$ cat src/hw/rtl/gf16prg_pkg.sv
// shared types, constants and field arithmetic for the gf16 polynomial generator
package gf16prg_pkg;

	// number of coefficient slots and derived widths
	localparam int unsigned MaxCoeffs = 16;
	localparam int unsigned IdxW      = $clog2(MaxCoeffs);
	localparam int unsigned DegW      = 5;
	localparam int unsigned CoefW     = 16;
	localparam int unsigned WordW     = 64;
	localparam int unsigned NumWords  = 4;
	localparam int unsigned CfgIdxW   = 3;

	// low byte of the aes reduction polynomial and the y^2 + y + 32 constant
	localparam logic [7:0] AesPolyLow = 8'h1B;
	localparam logic [7:0] ReduceK    = 8'h20;

	localparam logic [DegW-1:0] DegReset = DegW'(MaxCoeffs);

	// configuration register indexes
	typedef enum logic [CfgIdxW-1:0] {
		CFG_DEGREE = 3'd0,
		CFG_COEF_A = 3'd1,
		CFG_COEF_B = 3'd2,
		CFG_COEF_C = 3'd3,
		CFG_COEF_D = 3'd4
	} cfg_reg_t;

	// controller states
	typedef enum logic [1:0] {
		ST_IDLE,
		ST_EVAL,
		ST_EMIT_LOW,
		ST_EMIT_HIGH
	} state_t;

	// controller to datapath
	typedef struct packed {
		logic clear;
		logic step;
		logic emit_low;
		logic emit_high;
	} cmd_t;

	// datapath to controller
	typedef struct packed {
		logic pending;
		logic deg_zero;
		logic last_step;
		logic out_free;
	} status_t;

	// gf(256) multiply, aes polynomial
	function automatic logic [7:0] gf256_mul(input logic [7:0] a, input logic [7:0] b);
		logic [7:0] p;
		logic [7:0] aa;
		p  = '0;
		aa = a;
		for (int k = 0; k < 8; k++) begin
			if (b[k]) p = p ^ aa;
			aa = {aa[6:0], 1'b0} ^ (aa[7] ? AesPolyLow : 8'h00);
		end
		return p;
	endfunction

	// gf(2^16) multiply, element packed as {hi, lo}
	function automatic logic [15:0] gf16_mul(input logic [15:0] a, input logic [15:0] b);
		logic [7:0] hh;
		logic [7:0] c0;
		logic [7:0] c1;
		hh = gf256_mul(a[15:8], b[15:8]);
		c0 = gf256_mul(a[7:0], b[7:0]) ^ gf256_mul(ReduceK, hh);
		c1 = gf256_mul(a[15:8], b[7:0]) ^ gf256_mul(a[7:0], b[15:8]) ^ hh;
		return {c1, c0};
	endfunction

endpackage

$ cat src/hw/rtl/gf16prg_draw_if.sv
// request channel carrying one draw item
interface gf16prg_draw_if;
	logic valid;
	logic ready;
	logic draw;

	modport source (output valid, output draw, input ready);
	modport sink (input valid, input draw, output ready);
endinterface

$ cat src/hw/rtl/gf16prg_byte_if.sv
// result channel carrying one random byte item
interface gf16prg_byte_if;
	logic       valid;
	logic       ready;
	logic [7:0] random_byte;

	modport source (output valid, output random_byte, input ready);
	modport sink (input valid, input random_byte, output ready);
endinterface

$ cat src/hw/rtl/gf16prg_ctrl.sv
// controller state machine for the gf16 polynomial generator
module gf16prg_ctrl (
	input  logic                 clk,
	input  logic                 arst_n,
	input  logic                 req_valid,
	input  logic                 req_draw,
	output logic                 req_ready,
	input  gf16prg_pkg::status_t status,
	output gf16prg_pkg::cmd_t    cmd
);

	gf16prg_pkg::state_t state_q;
	gf16prg_pkg::state_t state_d;

	// state register
	always_ff @(posedge clk or negedge arst_n) begin
		if (!arst_n) begin
			state_q <= gf16prg_pkg::ST_IDLE;
		end else begin
			state_q <= state_d;
		end
	end

	// next state and commands
	always_comb begin
		state_d   = state_q;
		cmd       = '0;
		req_ready = 1'b0;
		unique case (state_q)
			gf16prg_pkg::ST_IDLE: begin
				req_ready = 1'b1;
				if (req_valid && req_draw) begin
					if (status.pending) begin
						state_d = gf16prg_pkg::ST_EMIT_HIGH;
					end else begin
						cmd.clear = 1'b1;
						state_d   = status.deg_zero ? gf16prg_pkg::ST_EMIT_LOW
						                            : gf16prg_pkg::ST_EVAL;
					end
				end
			end
			gf16prg_pkg::ST_EVAL: begin
				cmd.step = 1'b1;
				if (status.last_step) state_d = gf16prg_pkg::ST_EMIT_LOW;
			end
			gf16prg_pkg::ST_EMIT_LOW: begin
				if (status.out_free) begin
					cmd.emit_low = 1'b1;
					state_d      = gf16prg_pkg::ST_IDLE;
				end
			end
			gf16prg_pkg::ST_EMIT_HIGH: begin
				if (status.out_free) begin
					cmd.emit_high = 1'b1;
					state_d       = gf16prg_pkg::ST_IDLE;
				end
			end
			default: begin
				state_d = gf16prg_pkg::ST_IDLE;
			end
		endcase
	end

endmodule

$ cat src/hw/rtl/gf16prg_dp.sv
// datapath: config registers, horner accumulator, counter and output register
module gf16prg_dp (
	input  logic                                clk,
	input  logic                                arst_n,
	input  logic                                cfg_we,
	input  logic [gf16prg_pkg::CfgIdxW-1:0]     cfg_index,
	input  logic [gf16prg_pkg::WordW-1:0]       cfg_data,
	input  gf16prg_pkg::cmd_t                   cmd,
	output gf16prg_pkg::status_t                status,
	input  logic                                out_ready,
	output logic                                out_valid,
	output logic [7:0]                          out_byte
);

	logic [gf16prg_pkg::DegW-1:0]  degree_q;
	logic [gf16prg_pkg::WordW-1:0] coef_q [gf16prg_pkg::NumWords];
	logic [15:0]                   counter_q;
	logic                          pending_q;
	logic [7:0]                    held_q;
	logic [15:0]                   acc_q;
	logic [gf16prg_pkg::IdxW-1:0]  idx_q;
	logic                          out_valid_q;
	logic [7:0]                    out_byte_q;

	logic [gf16prg_pkg::IdxW-1:0]  idx_start;
	logic [gf16prg_pkg::WordW-1:0] coef_word;
	logic [gf16prg_pkg::CoefW-1:0] coef_val;
	logic [15:0]                   horner_next;
	logic                          out_free;

	// top coefficient index, degree saturated at the slot count
	assign idx_start = (degree_q >= gf16prg_pkg::DegW'(gf16prg_pkg::MaxCoeffs))
		? gf16prg_pkg::IdxW'(gf16prg_pkg::MaxCoeffs - 1)
		: gf16prg_pkg::IdxW'(degree_q - 1'b1);

	// coefficient select and one horner step
	assign coef_word   = coef_q[idx_q[gf16prg_pkg::IdxW-1:2]];
	assign coef_val    = coef_word[{idx_q[1:0], 4'b0000} +: gf16prg_pkg::CoefW];
	assign horner_next = gf16prg_pkg::gf16_mul(acc_q, counter_q) ^ coef_val;

	assign out_free = !out_valid_q || out_ready;

	assign status.pending   = pending_q;
	assign status.deg_zero  = (degree_q == '0);
	assign status.last_step = (idx_q == '0);
	assign status.out_free  = out_free;

	assign out_valid = out_valid_q;
	assign out_byte  = out_byte_q;

	// configuration registers
	always_ff @(posedge clk or negedge arst_n) begin
		if (!arst_n) begin
			degree_q <= gf16prg_pkg::DegReset;
			for (int i = 0; i < gf16prg_pkg::NumWords; i++) coef_q[i] <= '0;
		end else if (cfg_we) begin
			unique case (cfg_index)
				gf16prg_pkg::CFG_DEGREE: degree_q  <= cfg_data[gf16prg_pkg::DegW-1:0];
				gf16prg_pkg::CFG_COEF_A: coef_q[0] <= cfg_data;
				gf16prg_pkg::CFG_COEF_B: coef_q[1] <= cfg_data;
				gf16prg_pkg::CFG_COEF_C: coef_q[2] <= cfg_data;
				gf16prg_pkg::CFG_COEF_D: coef_q[3] <= cfg_data;
				default: ;
			endcase
		end
	end

	// generator state and output valid
	always_ff @(posedge clk or negedge arst_n) begin
		if (!arst_n) begin
			counter_q   <= '0;
			pending_q   <= 1'b0;
			held_q      <= '0;
			out_valid_q <= 1'b0;
		end else begin
			if (cmd.emit_low || cmd.emit_high) out_valid_q <= 1'b1;
			else if (out_ready) out_valid_q <= 1'b0;
			if (cmd.emit_low) begin
				counter_q   <= counter_q + 16'd1;
				pending_q   <= 1'b1;
				held_q      <= acc_q[15:8];
			end
			if (cmd.emit_high) begin
				pending_q   <= 1'b0;
			end
		end
	end

	// accumulator, step index and output byte
	always_ff @(posedge clk) begin
		if (cmd.clear) begin
			acc_q <= '0;
			idx_q <= idx_start;
		end else if (cmd.step) begin
			acc_q <= horner_next;
			idx_q <= idx_q - 1'b1;
		end
		if (cmd.emit_low) out_byte_q <= acc_q[7:0];
		else if (cmd.emit_high) out_byte_q <= held_q;
	end

endmodule

$ cat src/hw/rtl/gf16_polynomial_prg.sv
// top level of the gf16 polynomial pseudo-random byte generator
//
// request carries draw items; an item with draw low is taken and yields nothing.
// result carries one random_byte item for each draw item with draw high.
// the block works on one item at a time. a draw that finds a held high byte
// returns it through the emit-high state and the output register. otherwise
// the polynomial is evaluated at the 16-bit counter with one gf(2^16) multiply
// per cycle by the shared multiplier, one horner step per coefficient in use
// (the degree, saturated at 16); emit-low then loads the low byte into the
// output register, holds the high byte for the next draw and returns to idle.
// reset: degree 16, all coefficients zero, counter zero, no held byte.
// a finished result sits in an output register; the next draw is accepted while
// it waits, and the block holds in its emit step when the receiver stalls.
// configuration is written through cfg_we, cfg_index and cfg_data; the user
// must write it only while idle, as the block itself does not enforce this.
module gf16_polynomial_prg (
	input  logic                               clk,
	input  logic                               arst_n,
	gf16prg_draw_if.sink                       request,
	gf16prg_byte_if.source                     result,
	input  logic                               cfg_we,
	input  logic [gf16prg_pkg::CfgIdxW-1:0]    cfg_index,
	input  logic [gf16prg_pkg::WordW-1:0]      cfg_data
);

	gf16prg_pkg::cmd_t    cmd;
	gf16prg_pkg::status_t status;
	logic                 req_ready;
	logic                 out_valid;
	logic [7:0]           out_byte;

	// controller
	gf16prg_ctrl u_ctrl (
		.clk       (clk),
		.arst_n    (arst_n),
		.req_valid (request.valid),
		.req_draw  (request.draw),
		.req_ready (req_ready),
		.status    (status),
		.cmd       (cmd)
	);

	// datapath
	gf16prg_dp u_dp (
		.clk       (clk),
		.arst_n    (arst_n),
		.cfg_we    (cfg_we),
		.cfg_index (cfg_index),
		.cfg_data  (cfg_data),
		.cmd       (cmd),
		.status    (status),
		.out_ready (result.ready),
		.out_valid (out_valid),
		.out_byte  (out_byte)
	);

	// channel hookup
	assign request.ready      = req_ready;
	assign result.valid       = out_valid;
	assign result.random_byte = out_byte;

endmodule
$ cat src/flat_wrapper.sv
// flat-port wrapper written by rule: the top's interface ports become plain ports
module gf16_polynomial_prg_flat 
  (clk, arst_n, cfg_we, cfg_index, cfg_data, request_valid, request_draw, request_ready, result_valid, result_random_byte, result_ready);
  gf16prg_draw_if request_i ();
  gf16prg_byte_if result_i ();
  input  logic clk;
  input  logic arst_n;
  input  logic cfg_we;
  input  logic [gf16prg_pkg::CfgIdxW-1:0] cfg_index;
  input  logic [gf16prg_pkg::WordW-1:0] cfg_data;
  input wire logic [$bits(request_i.valid)-1:0] request_valid;
  input wire logic [$bits(request_i.draw)-1:0] request_draw;
  output wire logic [$bits(request_i.ready)-1:0] request_ready;
  output wire logic [$bits(result_i.valid)-1:0] result_valid;
  output wire logic [$bits(result_i.random_byte)-1:0] result_random_byte;
  input wire logic [$bits(result_i.ready)-1:0] result_ready;
  assign request_i.valid = request_valid;
  assign request_i.draw = request_draw;
  assign request_ready = request_i.ready;
  assign result_valid = result_i.valid;
  assign result_random_byte = result_i.random_byte;
  assign result_i.ready = result_ready;
  gf16_polynomial_prg u_core (.clk(clk), .arst_n(arst_n), .request(request_i), .result(result_i), .cfg_we(cfg_we), .cfg_index(cfg_index), .cfg_data(cfg_data));
endmodule
$ cat config.mk
export PLATFORM = sky130hd
export DESIGN_NAME = gf16_polynomial_prg_flat
export DESIGN_NICKNAME = d
export VERILOG_FILES = /design/src/hw/rtl/gf16prg_pkg.sv /design/src/hw/rtl/gf16prg_draw_if.sv /design/src/hw/rtl/gf16prg_byte_if.sv /design/src/hw/rtl/gf16prg_ctrl.sv /design/src/hw/rtl/gf16prg_dp.sv /design/src/hw/rtl/gf16_polynomial_prg.sv /design/src/flat_wrapper.sv
export SDC_FILE = /design/constraint.sdc
export NUM_CORES = 1
export LEC_CHECK = 0
export ABC_AREA = 0
export ABC_CLOCK_PERIOD_IN_PS = 4090
export BUFFER_PORTS_ARGS = -buffer_cell sky130_fd_sc_hd__buf_4
export CAP_MARGIN = 20
export CORE_MARGIN = 3
export CORE_UTILIZATION = 50
export DETAILED_ROUTE_END_ITERATION = 16
export GPL_TIMING_DRIVEN = 0
export PLACE_DENSITY = 0.65
export SLEW_MARGIN = 20
export SYNTH_ARGS = -nofsm -noshare
export SYNTH_HDL_FRONTEND = slang
export SYNTH_SLANG_ARGS = --single-unit
$ cat constraint.sdc
create_clock -name clk -period 4.09 [get_ports clk]
set_input_delay 0.6135 -clock clk [delete_from_list [all_inputs] [get_ports clk]]
set_output_delay 0.6135 -clock clk [all_outputs]
set_load 0.02 [all_outputs]
==> results of run 1 <==
-- power by group --
group / switching (W) / internal [W] / total, W / leakage, nW
registers: 0.000393 / 0.00401 / 0.00440 / 3.73
logic: 0.00665 / 0.00631 / 0.0130 / 4.41
clock network: 0.00142 / 0.00212 / 0.00355 / 0.656
total: 0.00846 / 0.0124 / 0.0209 / 8.80
-- through the flow --
step	instance area [µm²]	total power, W	cells
floorplan	18700	0.01409	1560
global placement	19900	0.01707	2110
detailed placement	20000	0.01724	2114
CTS	21340	0.02088	2183
global route	21340	0.02191	2183
finish	21340	0.02091	2183
-- layer usage --
layer	share of wire	vias to the layer above
li1	-	5672
met1	0.40	6592
met2	0.49	531
met3	0.070	149
met4	0.047	2
met5	0.00024	-
-- cells in the final DEF (no fill, tap or decap), types with 16 or more instances in the layout --
cell / n
sky130_fd_sc_hd__mux4_2: 68
sky130_fd_sc_hd__a21oi_1: 30
sky130_fd_sc_hd__dfrtp_1: 288
sky130_fd_sc_hd__nor2_1: 17
sky130_fd_sc_hd__clkbuf_16: 38
sky130_fd_sc_hd__nand3_1: 18
sky130_fd_sc_hd__buf_2: 26
sky130_fd_sc_hd__xor2_1: 67
sky130_fd_sc_hd__clkbuf_1: 79
sky130_fd_sc_hd__o21ai_0: 23
sky130_fd_sc_hd__mux2_2: 263
sky130_fd_sc_hd__xnor3_1: 28
sky130_fd_sc_hd__buf_4: 85
sky130_fd_sc_hd__nand2_1: 274
sky130_fd_sc_hd__dfxtp_1: 16
sky130_fd_sc_hd__xnor2_1: 184
-- state kept, by name, indices dropped and copies added (netlist names) --
| register | count |
|---|---|
| u_core.u_dp.out_valid | 1 |
| u_core.u_dp.pending_q | 1 |
| u_core.u_dp.degree_q | 5 |
| u_core.u_ctrl.state_q | 2 |
| u_core.u_dp.idx_q | 4 |
| u_core.u_dp.counter_q | 16 |
| u_core.u_dp.out_byte | 8 |
| u_core.u_dp.acc_q | 16 |
| u_core.u_dp.held_q | 8 |
| u_core.u_dp.coef_q | 256 |
-- synthesized netlist by cell type (all sizes together), types with 2 or more instances --
master  count  area share
a21oi      30      0.0080
a221oi     16      0.0078
a22o       12      0.0056
a22oi       5      0.0020
buf        44       0.014
clkbuf     77       0.015
dfrtp     288        0.39
dfxtp      16       0.017
edfxtp     12       0.019
ha          4      0.0027
inv        13      0.0026
mux2      263        0.16
mux4       68       0.082
nand2     275       0.055
nand2b     11      0.0037
nand3      18      0.0048
nand4b      2     0.00094
nor2       17      0.0034
nor2b       6      0.0020
nor3        9      0.0024
nor4        2     0.00067
nor4bb      2      0.0011
o211ai      2     0.00080
o21ai      30      0.0080
o221ai     13      0.0061
o22ai       8      0.0030
xnor2     187       0.089
xnor3      30       0.036
xor2       75       0.040
xor3       12       0.015
-- how the worst max path moves through the flow --
| stage | from | end | slack, ns | cells past startpoint |
|---|---|---|---|---|
| floorplan | u_core.u_dp.idx_q[3] | u_core.u_dp.acc_q[0] | 1.41 | 9 |
| global placement | u_core.u_dp.idx_q[3] | u_core.u_dp.acc_q[9] | -0.30 | 9 |
| detailed placement | u_core.u_dp.idx_q[3] | u_core.u_dp.acc_q[9] | -0.32 | 9 |
| CTS | u_core.u_dp.idx_q[3] | u_core.u_dp.acc_q[0] | 0.18 | 9 |
| global route | u_core.u_dp.idx_q[3] | u_core.u_dp.acc_q[9] | 0.04 | 10 |
| finish | u_core.u_dp.idx_q[3] | u_core.u_dp.acc_q[9] | 0.08 | 10 |
-- cell families after synthesis --
family / after synthesis
buf+inv: 135
mux: 332
compound gates: 120
xor+xnor: 304
simple gates: 348
fa+ha+maj: 4
flops: 317
-- timing repair --
action                                  4_1_cts  5_1_grt
endpoints found under the hold margin        20        0
resized for setup                             4        0
hold buffers                                  1        0
endpoints found under the setup margin        5        0
-- cell type report --
| cell class | count | area share |
|---|---|---|
| plain buffers | 121 | 0.02620 |
| inverters | 14 | 0.002462 |
| multi-input cells | 1108 | 0.4778 |
| flip-flops and latches | 317 | 0.3708 |
| clock buffers | 49 | 0.05024 |
| clock inverters | 19 | 0.01126 |
| repair buffers | 87 | 0.03388 |
| well taps | 468 | 0.02743 |
==> flow_metrics.env, run 1 <==
export IMPL_synthDistinctLibCells=56
export IMPL_root_buffer="sky130_fd_sc_hd__clkbuf_16"
export IMPL_crit_reg2reg_capture="u_core.u_dp.acc_q[9]"
export IMPL_hold_path_class="in -> reg"
export IMPL_synth_main_ff_cell="sky130_fd_sc_hd__dfrtp_1"
export IMPL_floorplan_die_area_mm2=0.03975
export IMPL_crit_path_max_fanout=10
export IMPL_floorplan_io_pins=83
export IMPL_cp_start_kind="flip-flop"
export IMPL_grt_most_used_layer="met2"
export IMPL_number_of_drc_markers_after_the_initial_detailed_route_iteration=950
export IMPL_synth_compound_gate_area_share=0.04296
export IMPL_post_synth_fa_ha_maj_area_fraction=0.002677
export IMPL_route_antenna_remaining_nets=0
export IMPL_place_ws_ns=-0.3161
export IMPL_powerDensity_mw_per_mm2=979.5
export IMPL_detail_route_vias_per_cell=5.930
export IMPL_finalSetupTns_ns=0
export IMPL_global_route_wire_length_before_repair_mm=82.61
export IMPL_multi_input_area_mm2=0.01020
export IMPL_timing_critical_path_cells="buf_2 -> buf_2 -> clkdlybuf4s15_2 -> buf_2 -> mux4_2 -> a221oi_2 -> xnor2_1 -> xnor2_1 -> xnor2_1 -> o21ai_1"
export IMPL_core_area_mm2=0.03670
export IMPL_critPathSlowestCell="sky130_fd_sc_hd__clkdlybuf4s15_2"
export IMPL_syn_cell_area_mm2=0.01870
export IMPL_result_of_the_run="complete, no violations"
export IMPL_worstHoldStart="cfg_data[8]"
export IMPL_via_count=12950
export IMPL_area_growth_synth_to_final_pct=14.16
export IMPL_clock_insertion_delay_worst_skew_ns=0.55
export IMPL_holdWs_ns=0.3216
export IMPL_die_y_um=199.4
export IMPL_final_net_count=1763
export IMPL_maximum_number_of_pins_on_one_net_before_global_route_repair=99
export IMPL_synth_avg_cell_area_um2=11.99
export IMPL_finalCriticalPeriod_ns=4.008
export IMPL_critical_path_endpoint_type="flip-flop"
export IMPL_number_of_cells_on_the_worst_reg_to_reg_path=10
export IMPL_relSlewSlack=0.2423
export IMPL_worst_ep_required_time_ns=4.49
export IMPL_worstHoldPathCells=2
export IMPL_io_buffer_count=82
export IMPL_cts_path_max_buffers=3
export IMPL_route_detailed_drc=0
export IMPL_number_of_synthesized_flops_with_an_enable_pin=12
export IMPL_grt_pass1_vias=13410
export IMPL_global_route_usage_total=0.2780
export IMPL_globalplace_congestion=0.9537
export IMPL_path_clk_slew_ns=0.06
export IMPL_worst_slack_ns=0.08157
export IMPL_regToRegStartpoint="u_core.u_dp.idx_q[3]"
export IMPL_cp_data_arrival_time_ns=4.41
export IMPL_cts_made_buffers=37
export IMPL_detail_route_wl_per_cell_um=24.68
export IMPL_rsz_0062_raised_after_global_routing="no"
export IMPL_drt_pre_antenna_iters=5
export IMPL_final_core_utilization=0.5816
export IMPL_worst_ir_drop_vdd_mv=0.6559
export IMPL_met2_usage=0.4609
export IMPL_grt_antenna_before_repair=1
export IMPL_placementRows=70
export IMPL_cts_num_sinks=317
export IMPL_setup_violations=0
export IMPL_diodes=0
export IMPL_worstMarginPinSlew_ns=1.126
export IMPL_maxClockFrequency_ghz=0.2495
export IMPL_post_synth_xor_area_fraction=0.1812
export IMPL_synth_yosys_seq_area_share=0.4233
export IMPL_die_width_um=199.4
export IMPL_synth_seq_cells=317
export IMPL_filler_cell_count=3042
export IMPL_htree_levels=2
export IMPL_yosys_mux_area_fraction=0.2408
export IMPL_finalHoldViolations=0
export IMPL_worst_setup_path_category="reg -> reg"
export IMPL_start_util=0.5095
export IMPL_final_max_slew_viol_count=0
export IMPL_routed_wl_mm=53.87
export IMPL_flip_flop_and_latch_area_mm2=0.007914
export IMPL_clock_tree_from_tritoncts="done"
export IMPL_post_cts_repair_setup_buffers=0
export IMPL_crit_family="buffers and inverters"
export IMPL_async_reset_ff_frac=0.9117
export IMPL_grt_ovfl_total=0
export IMPL_slowest_stage_delay_on_critical_path_ns=0.56
export IMPL_gr_usage_met1=0.3638
export IMPL_syn_inst=1560
export IMPL_met3_usage=0.04974
export IMPL_drv_cap=0
export IMPL_synthSimpleGateAreaFrac=0.07683
export IMPL_post_synthesis_net_count=1637
export IMPL_leakage_component_of_the_power_nw=8.803
export IMPL_drive_above_1_share=0.3160
export IMPL_final_setup_skew_ns=0.01544
export IMPL_count_of_buffer_and_inverter_cells_on_the_critical_path=4
export IMPL_final_min_period_over_clock_period=0.9801
export IMPL_yosys_warnings=0
export IMPL_dp_hpwl_mm=37.94
export IMPL_regToRegSetupSlack_ns=0.08
export IMPL_worstHoldEndpoint="u_core.u_dp.coef_q[200]"
export IMPL_combinational_family_with_the_most_area_after_synthesis="multiplexers"
Power figures use the tool's default switching activity.
==> run 2: changes to the inputs <==
--- a/config.mk
+++ b/config.mk
@@ -17,4 +17,5 @@
 export SLEW_MARGIN = 20
 export SYNTH_ARGS = -nofsm -noshare
 export SYNTH_HDL_FRONTEND = slang
+export SYNTH_HIERARCHICAL = 1
 export SYNTH_SLANG_ARGS = --single-unit
==> run 2 against run 1 <==
Net effect:
- register-to-register slack about the same
- wire length decreased by 2.0%
- sequential share of layout area increased by 0.46 points
- worst setup slack got worse by 0.011 ns
- first-iteration DRC count decreased by 11%
- combinational power decreased by 11%
- critical path type unchanged
- largest power group unchanged
==> flow_metrics.env, run 2 <==
export IMPL_result_of_the_run="complete, no violations"
export IMPL_finalCriticalPeriod_ns=4.020
export IMPL_yosys_warnings=6
export IMPL_number_of_synthesized_flops_with_an_enable_pin=12
export IMPL_cts_made_buffers=36
export IMPL_place_ws_ns=0.08540
export IMPL_die_y_um=198.9
export IMPL_htree_levels=2
export IMPL_die_width_um=198.9
export IMPL_yosysTopAreaCellShare=0.3872
export IMPL_synth_largest_area_cell="sky130_fd_sc_hd__dfrtp_1"
export IMPL_floorplan_io_pins=83
export IMPL_syn_inst=1590
export IMPL_route_detailed_drc=0
export IMPL_worst_slack_ns=0.07016
export IMPL_regToRegStartpoint="u_core/u_dp/idx_q[3]"
export IMPL_largest_register="u_core/u_dp/coef_q"
export IMPL_dp_cells=2143
export IMPL_final_setup_skew_ns=0.01818
export IMPL_core_area_mm2=0.03661
export IMPL_crit_reg2reg_capture="u_core/u_dp/acc_q[8]"
export IMPL_detail_route_vias_per_cell=5.781
export IMPL_final_net_count=1791
export IMPL_path_clk_slew_ns=0.06
export IMPL_via_count=12790
export IMPL_synth_avg_cell_area_um2=11.71
export IMPL_floorplan_die_area_mm2=0.03958
export IMPL_post_synth_top_count_cell="sky130_fd_sc_hd__dfrtp_1"
export IMPL_final_min_period_over_clock_period=0.9828
export IMPL_maximum_number_of_pins_on_one_net_before_global_route_repair=96
export IMPL_finalSetupTns_ns=0
export IMPL_number_of_drc_markers_after_the_initial_detailed_route_iteration=844
export IMPL_globalplace_congestion=0.9173
export IMPL_worst_setup_path_category="reg -> reg"
export IMPL_placementRows=70
export IMPL_grt_ovfl_total=0
export IMPL_drv_cap=0
export IMPL_synth_seq_cells=317
export IMPL_drive_above_1_share=0.3077
export IMPL_final_max_slew_viol_count=0
export IMPL_routed_wl_mm=52.80
export IMPL_drt_pre_antenna_iters=5
export IMPL_main_area_contributors_after_synthesis="sky130_fd_sc_hd__dfrtp_1 39%, sky130_fd_sc_hd__mux2_2 16%, sky130_fd_sc_hd__xnor2_1 9.8%, sky130_fd_sc_hd__mux4_2 8.0%, sky130_fd_sc_hd__nand2_1 5.7%"
export IMPL_route_antenna_remaining_nets=0
export IMPL_finish_cell_count_without_fillers=2212
export IMPL_maxClockFrequency_ghz=0.2488
export IMPL_worstHoldPathCells=2
export IMPL_detail_route_wl_per_cell_um=23.87
export IMPL_synth_yosys_seq_area_share=0.4252
export IMPL_synth_main_ff_cell="sky130_fd_sc_hd__dfrtp_1"
export IMPL_grt_pass1_vias=13350
export IMPL_number_of_cells_on_the_worst_reg_to_reg_path=9
export IMPL_most_common_layout_cells="288 x sky130_fd_sc_hd__dfrtp_1, 283 x sky130_fd_sc_hd__nand2_1, 261 x sky130_fd_sc_hd__mux2_2, 208 x sky130_fd_sc_hd__xnor2_1, 88 x sky130_fd_sc_hd__buf_4"
export IMPL_worstHoldStart="cfg_data[7]"
export IMPL_global_route_usage_total=0.2756
export IMPL_clock_tree_from_tritoncts="done"
export IMPL_async_reset_ff_frac=0.9117
export IMPL_cts_num_sinks=317
export IMPL_leakage_component_of_the_power_nw=8.612
export IMPL_setup_violations=0
export IMPL_grt_antenna_before_repair=4
export IMPL_clock_insertion_delay_worst_skew_ns=0.55
export IMPL_synthDistinctLibCells=58
export IMPL_powerDensity_mw_per_mm2=909.8
export IMPL_critical_path_endpoint_type="flip-flop"
export IMPL_root_buffer="sky130_fd_sc_hd__clkbuf_16"
export IMPL_hold_path_class="in -> reg"
export IMPL_worstHoldEndpoint="u_core/u_dp/coef_q[71]"
export IMPL_biggestRegsByFlops="u_core/u_dp/coef_q x256, u_core/u_dp/acc_q x16, u_core/u_dp/counter_q x16"
export IMPL_global_route_wire_length_before_repair_mm=81.52
export IMPL_start_util=0.5084
export IMPL_worst_ep_required_time_ns=4.57
export IMPL_largest_register_ff_count=256
export IMPL_place_area_mm2=0.01993
export IMPL_cts_path_max_buffers=3
export IMPL_cp_data_arrival_time_ns=4.50
export IMPL_dp_hpwl_mm=38.11
export IMPL_mostFrequentLayoutCell="sky130_fd_sc_hd__dfrtp_1"
export IMPL_cp_start_kind="flip-flop"
export IMPL_io_buffer_count=81
export IMPL_postLayoutCellArea_mm2=0.02108
export IMPL_area_growth_synth_to_final_pct=13.27
export IMPL_crit_path_max_fanout=10
export IMPL_syn_cell_area_mm2=0.01861
export IMPL_post_synth_most_frequent_cells="288 x sky130_fd_sc_hd__dfrtp_1, 283 x sky130_fd_sc_hd__nand2_1, 261 x sky130_fd_sc_hd__mux2_2, 208 x sky130_fd_sc_hd__xnor2_1, 73 x sky130_fd_sc_hd__xor2_1"
export IMPL_rsz_0062_raised_after_global_routing="no"
export IMPL_worstMarginPinSlew_ns=1.109
export IMPL_worst_ir_drop_vdd_mv=0.5102
export IMPL_finalHoldViolations=0
export IMPL_regToRegSetupSlack_ns=0.07
export IMPL_final_core_utilization=0.5759
export IMPL_relSlewSlack=0.2579
export IMPL_post_synthesis_net_count=1667
[run 2: cell types whose count changed after synthesis, moves of 9 or more]
cell	delta
sky130_fd_sc_hd__nand2_1	+9
sky130_fd_sc_hd__o21ai_0	-13
sky130_fd_sc_hd__xnor2_1	+24
sky130_fd_sc_hd__nor2_1	+12
sky130_fd_sc_hd__xnor3_1	-11
sky130_fd_sc_hd__clkbuf_1	-10
[run 2: cells by family (layout without fill, tap and decap cells)]
group / Yosys count / count (layout) / share of synthesized area
and+or+nand+nor: 378 / 378 / 0.08450
muxes: 336 / 336 / 0.2426
xor gates and xnor gates: 317 / 317 / 0.1731
DFF: 317 / 317 / 0.4252
buffers and inverters: 136 / 288 / 0.03314
AOI/OAI and AO/OA: 102 / 102 / 0.03879
adders and majority gates: 4 / 4 / 0.002689
other: 0 / 2 / 0
[run 2: where the power goes]
part           internal (W)  leakage, nW  switching, W
sequential          0.00400         3.74      0.000422
clock               0.00185        0.568       0.00130
combinational       0.00531         4.31       0.00630
total                0.0112         8.61       0.00802
[run 2: routing by layer]
| layer | vias to the layer above | GRT usage | wire length (µm) |
|---|---|---|---|
| met2 | 421 | 0.4514 | 25170 |
| met5 | - | 0 | 31 |
| met4 | 4 | 0.1229 | 2455 |
| li1 | 5705 | - | - |
| met1 | 6529 | 0.3651 | 22040 |
| met3 | 129 | 0.04336 | 3106 |
[run 2: what timing repair did]
item | in CTS | in global routing
setup buffers | 0 | 0
setup endpoints to repair | 0 | 2
hold buffers | 1 | 0
endpoints found under the hold margin | 16 | 0
resized for setup | 0 | 2
[run 2: cell type report]
cell class              count  area, µm²
well taps                 468      585.6
inverters                  15      56.30
diodes                      2      5.005
fillers                  3091      15530
clock buffers              55       1054
clock inverters            11      87.58
plain buffers             121      561.8
repair buffers             86      719.4
flip-flops and latches    317       7914
multi-input cells        1137      10100
[run 2: worst max-delay path, stage by stage, from the launching register on]
cell and delay, ns:
sky130_fd_sc_hd__edfxtp_1 0.46, sky130_fd_sc_hd__buf_2 0.34, sky130_fd_sc_hd__buf_1 0.64, sky130_fd_sc_hd__clkbuf_1 0.74
sky130_fd_sc_hd__mux4_2 0.46, sky130_fd_sc_hd__a221oi_1 0.55, sky130_fd_sc_hd__xnor2_1 0.16, sky130_fd_sc_hd__xnor2_1 0.35
sky130_fd_sc_hd__mux2i_1 0.13, sky130_fd_sc_hd__nor2_1 0.10
[run 2: worst max path at each step]
stage                          from                endpoint  cells past startpoint
2_1_floorplan  u_core/u_dp/idx_q[2]    u_core/u_dp/acc_q[0]                      9
3_3_place_gp                 arst_n  u_core/u_dp/coef_q[47]                      1
3_5_place_dp   u_core/u_dp/idx_q[3]    u_core/u_dp/acc_q[9]                      9
6_report       u_core/u_dp/idx_q[3]    u_core/u_dp/acc_q[8]                      9
5_1_grt        u_core/u_dp/idx_q[3]    u_core/u_dp/acc_q[8]                      9
4_1_cts        u_core/u_dp/idx_q[3]    u_core/u_dp/acc_q[9]                      9
[run 2: metrics by stage]
stage	total power, W	hold slack, ns
floorplan	0.01290	0.3179
global placement	0.01583	0.4552
detailed placement	0.01599	0.4587
CTS	0.01921	0.3015
global route	0.02021	0.3196
finish	0.01918	0.3271
